--- src/hdl/lct_pkg.sv ---
// lct_pkg: word types, sweep token, commit broadcast and sequencer states
// for the lfu cache table; no dependencies
`timescale 1ns / 1ps

package lct_pkg;

  localparam int IDX_W   = 8;
  localparam int DATA_W  = 32;
  localparam int CAP_W   = 5;
  localparam int CAP_RESET = 16;

  typedef struct packed {
    logic               kind;
    logic signed [31:0] lookup_key;
    logic signed [31:0] write_value;
  } req_t;

  typedef struct packed {
    logic               hit;
    logic signed [31:0] read_value;
    logic               evicted;
    logic signed [31:0] evicted_key;
  } rsp_t;

  localparam logic KIND_GET = 1'b0;
  localparam logic KIND_PUT = 1'b1;

  // token handed from cell to cell during a sweep
  typedef struct packed {
    logic              hit;
    logic [IDX_W-1:0]  hit_idx;
    logic [IDX_W-1:0]  hit_rank;
    logic [DATA_W-1:0] hit_value;
    logic              vic_have;
    logic [DATA_W-1:0] vic_uses;
    logic [IDX_W-1:0]  vic_rank;
    logic [IDX_W-1:0]  vic_idx;
    logic [DATA_W-1:0] vic_key;
    logic              free_have;
    logic [IDX_W-1:0]  free_idx;
  } tok_t;

  // update broadcast to every cell at the end of an operation
  typedef struct packed {
    logic              touch;
    logic              write;
    logic [IDX_W-1:0]  hit_idx;
    logic [IDX_W-1:0]  old_rank;
    logic              evict;
    logic [IDX_W-1:0]  vic_idx;
    logic [IDX_W-1:0]  vic_rank;
    logic              insert;
    logic [IDX_W-1:0]  ins_idx;
    logic [DATA_W-1:0] key;
    logic [DATA_W-1:0] value;
  } cmt_t;

  typedef enum logic [1:0] {
    ST_IDLE,
    ST_SWEEP,
    ST_COMMIT
  } state_t;

endpackage

--- src/hdl/lct_cell.sv ---
// lct_cell: one table entry with its part of the lookup and victim sweep
// depends on lct_pkg
`timescale 1ns / 1ps

module lct_cell #(
  parameter int CELL_INDEX = 0
) (
  input  logic                        clk,
  input  logic                        rst,
  input  logic [lct_pkg::DATA_W-1:0]  key,
  input  lct_pkg::tok_t               tok_in,
  output lct_pkg::tok_t               tok_out,
  input  lct_pkg::cmt_t               cmt
);
  import lct_pkg::*;

  localparam logic [IDX_W-1:0] MY_IDX = IDX_W'(CELL_INDEX);

  logic              valid;
  logic [DATA_W-1:0] ekey;
  logic [DATA_W-1:0] evalue;
  logic [DATA_W-1:0] uses;
  logic [IDX_W-1:0]  rank;
  tok_t              tok_next;

  always_comb begin
    tok_next = tok_in;
    if (valid && ekey == key && !tok_in.hit) begin
      tok_next.hit       = 1'b1;
      tok_next.hit_idx   = MY_IDX;
      tok_next.hit_rank  = rank;
      tok_next.hit_value = evalue;
    end
    // lowest count wins, oldest on a tie
    if (valid && (!tok_in.vic_have || uses < tok_in.vic_uses ||
                  (uses == tok_in.vic_uses && rank > tok_in.vic_rank))) begin
      tok_next.vic_have = 1'b1;
      tok_next.vic_uses = uses;
      tok_next.vic_rank = rank;
      tok_next.vic_idx  = MY_IDX;
      tok_next.vic_key  = ekey;
    end
    if (!valid && !tok_in.free_have) begin
      tok_next.free_have = 1'b1;
      tok_next.free_idx  = MY_IDX;
    end
  end

  always_ff @(posedge clk) begin
    tok_out <= tok_next;
  end

  always_ff @(posedge clk) begin
    if (rst) begin
      valid <= 1'b0;
    end else if (cmt.touch) begin
      if (cmt.hit_idx == MY_IDX) begin
        if (uses != {DATA_W{1'b1}}) begin
          uses <= uses + DATA_W'(1);
        end
        rank <= '0;
        if (cmt.write) begin
          evalue <= cmt.value;
        end
      end else if (valid && rank < cmt.old_rank) begin
        rank <= rank + IDX_W'(1);
      end
    end else if (cmt.insert) begin
      if (cmt.ins_idx == MY_IDX) begin
        valid  <= 1'b1;
        ekey   <= cmt.key;
        evalue <= cmt.value;
        uses   <= DATA_W'(1);
        rank   <= '0;
      end else if (cmt.evict && cmt.vic_idx == MY_IDX) begin
        valid <= 1'b0;
      end else if (valid) begin
        // close the victim's gap, then age behind the new entry
        if (cmt.evict && rank > cmt.vic_rank) begin
          rank <= rank;
        end else begin
          rank <= rank + IDX_W'(1);
        end
      end
    end
  end

endmodule

--- config.mk ---
export PLATFORM = sky130hd
export DESIGN_NAME = lct_cell
export DESIGN_NICKNAME = d
export VERILOG_FILES = /design/src/hdl/lct_pkg.sv /design/src/hdl/lct_cell.sv
export SDC_FILE = /design/constraint.sdc
export NUM_CORES = 1
export LEC_CHECK = 0
export BUFFER_PORTS_ARGS = -buffer_cell sky130_fd_sc_hd__buf_2
export CAP_MARGIN = 15
export CORE_AREA = 2 2 162 164
export CTS_CLUSTER_SIZE = 16
export DETAILED_ROUTE_END_ITERATION = 7
export DIE_AREA = 0 0 164 166
export PLACE_DENSITY = 0.69
export SLEW_MARGIN = 15
export SYNTH_ARGS = -nofsm -noshare
export SYNTH_HDL_FRONTEND = slang
export SYNTH_SLANG_ARGS = --single-unit
--- constraint.sdc ---
create_clock -name clk -period 10.4 [get_ports clk]
set_input_delay 1.04 -clock clk [delete_from_list [all_inputs] [get_ports clk]]
set_output_delay 1.04 -clock clk [all_outputs]
set_load 0.005 [all_outputs]
==> reports/metrics.cfg, run 1 <==
[setup_path]
cp.required_ps = 10810
path_max_fanout = 53
r2r_slack_ps = 6390
r2r_end = tok_out[36]
startpoint_type = input port
arrival_ps = 4550
cp-end-kind = flop
timing.rr.start = uses[27]
crit_type = input port to flop
rr_worst_depth = 8

[logic_synthesis]
synth_top_area_share_pct = 30.4
synth_top_family_by_area = multiplexers
yosys.area_share.adder_pct = 6.94
synth-edff-count = 104
synthFlopType = dfxtp_1
syn_inst = 814
syn_avg_cell_area_um2 = 12.6
synthXorXnorAreaFrac_pct = 5.37
yosys.area_share.simple_pct = 10.7
muxShareOfSynthArea_pct = 12.3
synth.area.top_cells = edfxtp_1 30%, dfxtp_1 27%, mux2_2 11%, ha_1 6.9%, xor2_1 3.9%
synth-seq-area-share_pct = 57.7
yosysUniqueCellTypes = 48
synth_compound_area_share_pct = 3.74
synthArstFlopShare_pct = 0
synthTopCellsByCount = 140 x dfxtp_1, 104 x edfxtp_1, 96 x mux2_2
synth_nets = 1152
synth.most_common_cell = dfxtp_1
syn_area_mm2 = 0.0103
ys_ff_latch = 244
synth_top_cell_by_area = edfxtp_1
yosys_warnings = 0

[global_route]
use_met1_pct = 25.0
groute.usage.overall_pct = 20.6
use_met2_pct = 36.7
overflow = 0
grt_use_met3_pct = 4.85
busiest_layer = met2
grt_pass1_vias = 7631
grt_max_degree = 54
antenna_found_initial = 4
grt_pass1_wl_um = 43000

[clock_tree]
clock-sinks = 244
cts_resized = 0
clock_path_buffers = 3
ctsHoldBuffers = 0
worstSkewPairLatency_ps = 530
cts_root_buf = clkbuf_16
cts_htree_levels = 1
post_cts_buffers = 0
cts.clk_slew.worst_paths_ps = 60
cts_tree = built
cts_buffers = 26

[place]
dpl.hpwl_um = 22900
gp_congestion = 0.846
io_buffers = 419

[routing]
via_count = 7676
viasPerCell = 4.79
drc = 0
wire_per_inst_um = 18.4
drtIter0Drc = 453
wl_um = 29500
drtPass1Iterations = 4
drtAntennaViolNets = 0

[timing]
hold_ws_ps = 470
grt_setup_unrepaired = false
maxSlewViolCount = 0
fin_skew_ps = 12.4
tightestPinTransition_ps = 1000
min_period_ps = 4140
relSlewSlack_pct = 33.3
timing.final.setup_violations = 0
period_share_pct = 39.8
hold_violations = 0
fmax_ghz = 0.242
fin_tns_setup_ps = 0

[min_path]
min_from = evalue[31]
holdPathEnd = tok_out[121]
holdPathStages = 1
hold_class = flop to flop

[power]
p_leak_nw = 6.19
power_density_mw_per_mm2 = 157
ir_drop_v = 0.000133

[run_status]
status = complete, no violations

[job]
cap_violations = 0

[die]
die_x_um = 164
core_region_area_mm2 = 0.0256
start_util_pct = 40.1
ioPinCount = 420
die_y_um = 166
row_count = 59
fp.dieArea_mm2 = 0.0272

[cells_and_area]
final_util_pct = 53.1
fillers = 2264
multiInputGateArea_mm2 = 0.00406
drive_above_1_share_pct = 45.3
final_nets = 1584
syn2layout_area_growth_pct = 32.3
register_area_mm2 = 0.00593

per-layer routing:
layer,vias up,part of all wire (%)
met3,37,7.2
met2,294,50
met5,-,0.075
li1,3736,-
met4,4,2.0
met1,3605,41
critical path, cell delays in order:
cell	delay, ps
buf_2	90
inv_1	40
ha_1	310
nand4_1	200
nor4_1	550
nor2b_1	200
o31ai_1	110
a31oi_4	830
buf_4	690
mux2_2	430
logic make-up after synthesis:
| kind of cell | Yosys count |
|---|---|
| compound gates | 59 |
| xor+xnor | 63 |
| fa+ha+maj | 57 |
| buf+inv | 81 |
| flops | 244 |
| mux | 113 |
| simple gates | 197 |
worst max-delay path by stage:
stage | end | cells past startpoint | slack (ps) | from
3_5_place_dp | tok_out[28] | 10 | 5710 | tok_in[88]
4_1_cts | tok_out[36] | 10 | 6240 | tok_in[88]
6_report | tok_out[36] | 10 | 6260 | tok_in[88]
3_3_place_gp | tok_out[38] | 10 | 5830 | tok_in[88]
5_1_grt | tok_out[27] | 10 | 5880 | tok_in[88]
2_1_floorplan | evalue[0] | 6 | 6140 | cmt[69]
registers in the layout, indices dropped and copies added (netlist names):
name / count
ekey: 32
uses: 32
evalue: 32
rank: 8
valid: 1
tok_out: 139
layout make-up:
class                   instances  area share [%]
flip-flops and latches        244            43.6
multi-input cells             489            29.8
repair buffers                423            15.6
clock buffers                  33            5.29
well taps                     335            3.08
inverters                      62            1.71
clock inverters                15           0.828
diodes                          2          0.0368
power by group:
part / total (mW) / switching (mW) / internal [mW] / leakage, nW
Clock: 0.902 / 0.385 / 0.517 / 0.407
Sequential: 1.05 / 0.0147 / 1.04 / 2.13
Combinational: 0.176 / 0.0785 / 0.0972 / 3.65
Total: 2.13 / 0.479 / 1.65 / 6.19
placed cells by master (no fill, tap or decap), types with 6 or more instances in the layout:
master	count
buf_2	419
dfxtp_1	140
edfxtp_1	104
mux2_2	96
inv_1	62
ha_1	57
xor2_1	46
and2_1	32
nand2_1	29
clkbuf_16	28
nor2b_1	24
nor2_1	22
a21oi_1	19
nand3_1	18
xnor2_1	17
nand4_1	15
nor4_1	13
mux2_1	12
o21ai_0	11
nor3_1	8
a21o_1	7
nand2b_1	7
clkinv_2	6
through the flow:
step | cells | power, mW | area [µm²] | setup slack, ps
after floorplan | 814 | 1.14 | 10300 | 6140
after global placement | 1553 | 1.24 | 12800 | 5830
after detailed placement | 1553 | 1.25 | 12800 | 5710
after CTS | 1601 | 2.15 | 13600 | 6240
after global routing | 1602 | 2.20 | 13600 | 5880
final | 1603 | 2.13 | 13600 | 6260
Note: power is estimated with default switching activity, not from simulation.
==> run 2, diff against run 1 <==
--- a/config.mk
+++ b/config.mk
@@ -7,11 +7,11 @@
 export LEC_CHECK = 0
 export BUFFER_PORTS_ARGS = -buffer_cell sky130_fd_sc_hd__buf_2
 export CAP_MARGIN = 15
-export CORE_AREA = 2 2 162 164
+export CORE_AREA = 2 2 161 163
 export CTS_CLUSTER_SIZE = 16
 export DETAILED_ROUTE_END_ITERATION = 7
-export DIE_AREA = 0 0 164 166
-export PLACE_DENSITY = 0.69
+export DIE_AREA = 0 0 163 165
+export PLACE_DENSITY = 0.72
 export SLEW_MARGIN = 15
 export SYNTH_ARGS = -nofsm -noshare
 export SYNTH_HDL_FRONTEND = slang
==> constraint.sdc (replaced) <==
create_clock -name clk -period 3.71 [get_ports clk]
set_input_delay 0.371 -clock clk [delete_from_list [all_inputs] [get_ports clk]]
set_output_delay 0.371 -clock clk [all_outputs]
set_load 0.005 [all_outputs]
==> reports/metrics.cfg, run 2 (same netlist as run 1, synthesis figures left out) <==
[cells_and_area]
drive_above_1_share_pct = 44.2
fin_area_mm2 = 0.0141
syn2layout_area_growth_pct = 37.3
largest_reg_flops = 139
top_register = tok_out
final_cell_mix = 419 x buf_2, 140 x dfxtp_1, 104 x edfxtp_1
final_nets = 1632
final_common_cell = buf_2

[place]
dpl.hpwl_um = 23000
post_dp_cell_area_mm2 = 0.0128
gp_congestion = 0.849
io_buffers = 419

[setup_path]
timing.rr.start = uses[30]
cp-endpoint = tok_out[52]
r2r_slack_ps = 490
max_stage_delay_ps = 640
path_max_fanout = 41
cp_cell_sequence = ha_1, nand4_1, nor4_1, nor2b_1, o31ai_1, a31oi_4, buf_4, mux2_2
rr_worst_depth = 8
crit_path_top_delay_cell = nor4_1
arrival_ps = 3630
startpoint_type = flop
crit_type = flop to flop
r2r_end = tok_out[52]
cp-end-kind = flop
cp.required_ps = 4120
crit_start = uses[30]

[clock_tree]
cts.clk_slew.worst_paths_ps = 60
cts_buffers = 27
worstSkewPairLatency_ps = 530
clock_path_buffers = 3
cts_tree = built
clock-sinks = 244
post_cts_buffers = 0
cts_resized = 0
ctsHoldBuffers = 27
cts_root_buf = clkbuf_16
cts_htree_levels = 1

[timing]
maxSlewViolCount = 0
timing.final.setup_violations = 0
grt_setup_unrepaired = false
fin_tns_setup_ps = 0
relSlewSlack_pct = 53.9
period_share_pct = 86.9
fmax_ghz = 0.310
tightestPinTransition_ps = 692
hold_violations = 0
min_period_ps = 3220
fin_skew_ps = 9.46

[min_path]
hold_class = input port to flop
min_from = cmt[49]

[power]
power_density_mw_per_mm2 = 432
p_leak_nw = 6.41
ir_drop_v = 0.000313
finalPower_mw = 6.10

[die]
die_y_um = 165
core_region_area_mm2 = 0.0250
start_util_pct = 41.1
row_count = 58
ioPinCount = 420
fp.dieArea_mm2 = 0.0269
die_x_um = 163

[global_route]
grt_max_degree = 50
busiest_layer = met2
grt_pass1_wl_um = 43100
grt_use_met3_pct = 5.10
use_met2_pct = 36.7
grt_pass1_vias = 7758
groute.usage.overall_pct = 21.0
antenna_found_initial = 4
use_met1_pct = 25.4
overflow = 0

[routing]
wl_um = 30100
drtPass1Iterations = 4
drtAntennaViolNets = 0
drc = 0
viasPerCell = 4.80
wire_per_inst_um = 18.3
drtIter0Drc = 350
via_count = 7898

[run_status]
status = complete, no violations

[job]
cap_violations = 0

[run 2: cell types whose count changed in the layout (fill, tap and decap cells not counted), moves of 2 or more]
cell	before	now
buf_12	0	2
buf_4	4	9
clkbuf_8	0	2
clkinv_1	3	1
clkinvlp_4	2	4
dlygate4sd3_1	0	40
[run 2: metrics by stage]
| stage | hold WS (ps) | utilization [%] | cells | worst slack, ps |
|---|---|---|---|---|
| finish | 25.4 | 56.4 | 1647 | 486 |
| global route | 0.169 | 56.4 | 1645 | 290 |
| CTS | 0.0812 | 55.8 | 1631 | 495 |
| detailed placement | 457 | 51.2 | 1555 | 501 |
| global placement | 449 | 51.2 | 1555 | 635 |
| floorplan | 434 | - | 814 | 122 |
[run 2: worst min path at each step]
stage / to / slack (ps) / depth (start not counted)
CTS: evalue[27] / 0.08 / 1
finish: ekey[17] / 30 / 1
global route: evalue[1] / 0.2 / 1
floorplan: tok_out[8] / 430 / 1
detailed placement: tok_out[120] / 460 / 1
global placement: tok_out[99] / 450 / 1
[run 2: worst max-delay path: cells and delay by family (launching register included)]
family                   cells  cell delay [ps]
AND/OR/NAND/NOR              3             1040
buffers and inverters        1              510
flip-flops                   1              440
multiplexers                 1              410
adder cells (fa/ha/maj)      1              350
AO/OA/AOI/OAI                2              350
[run 2: layer usage]
layer,vias to the layer above,part of all wire (%)
met5,-,0.047
met4,2,3.1
met3,60,7.3
met2,302,50
met1,3702,40
li1,3832,-
[run 2: power breakdown]
part	total, mW	switching, mW	internal, mW
Sequential	2.94	0.0384	2.90
Clock	2.63	1.06	1.56
Combinational	0.535	0.233	0.302
[run 2: cell type report]
| type | count | area (µm²) |
|---|---|---|
| fillers | 2123 | 10900 |
| flip-flops and latches | 244 | 5930 |
| multi-input cells | 489 | 4050 |
| repair buffers | 470 | 2610 |
| clock buffers | 36 | 751 |
| well taps | 330 | 413 |
| inverters | 62 | 233 |
| clock inverters | 13 | 128 |
| diodes | 3 | 7.51 |
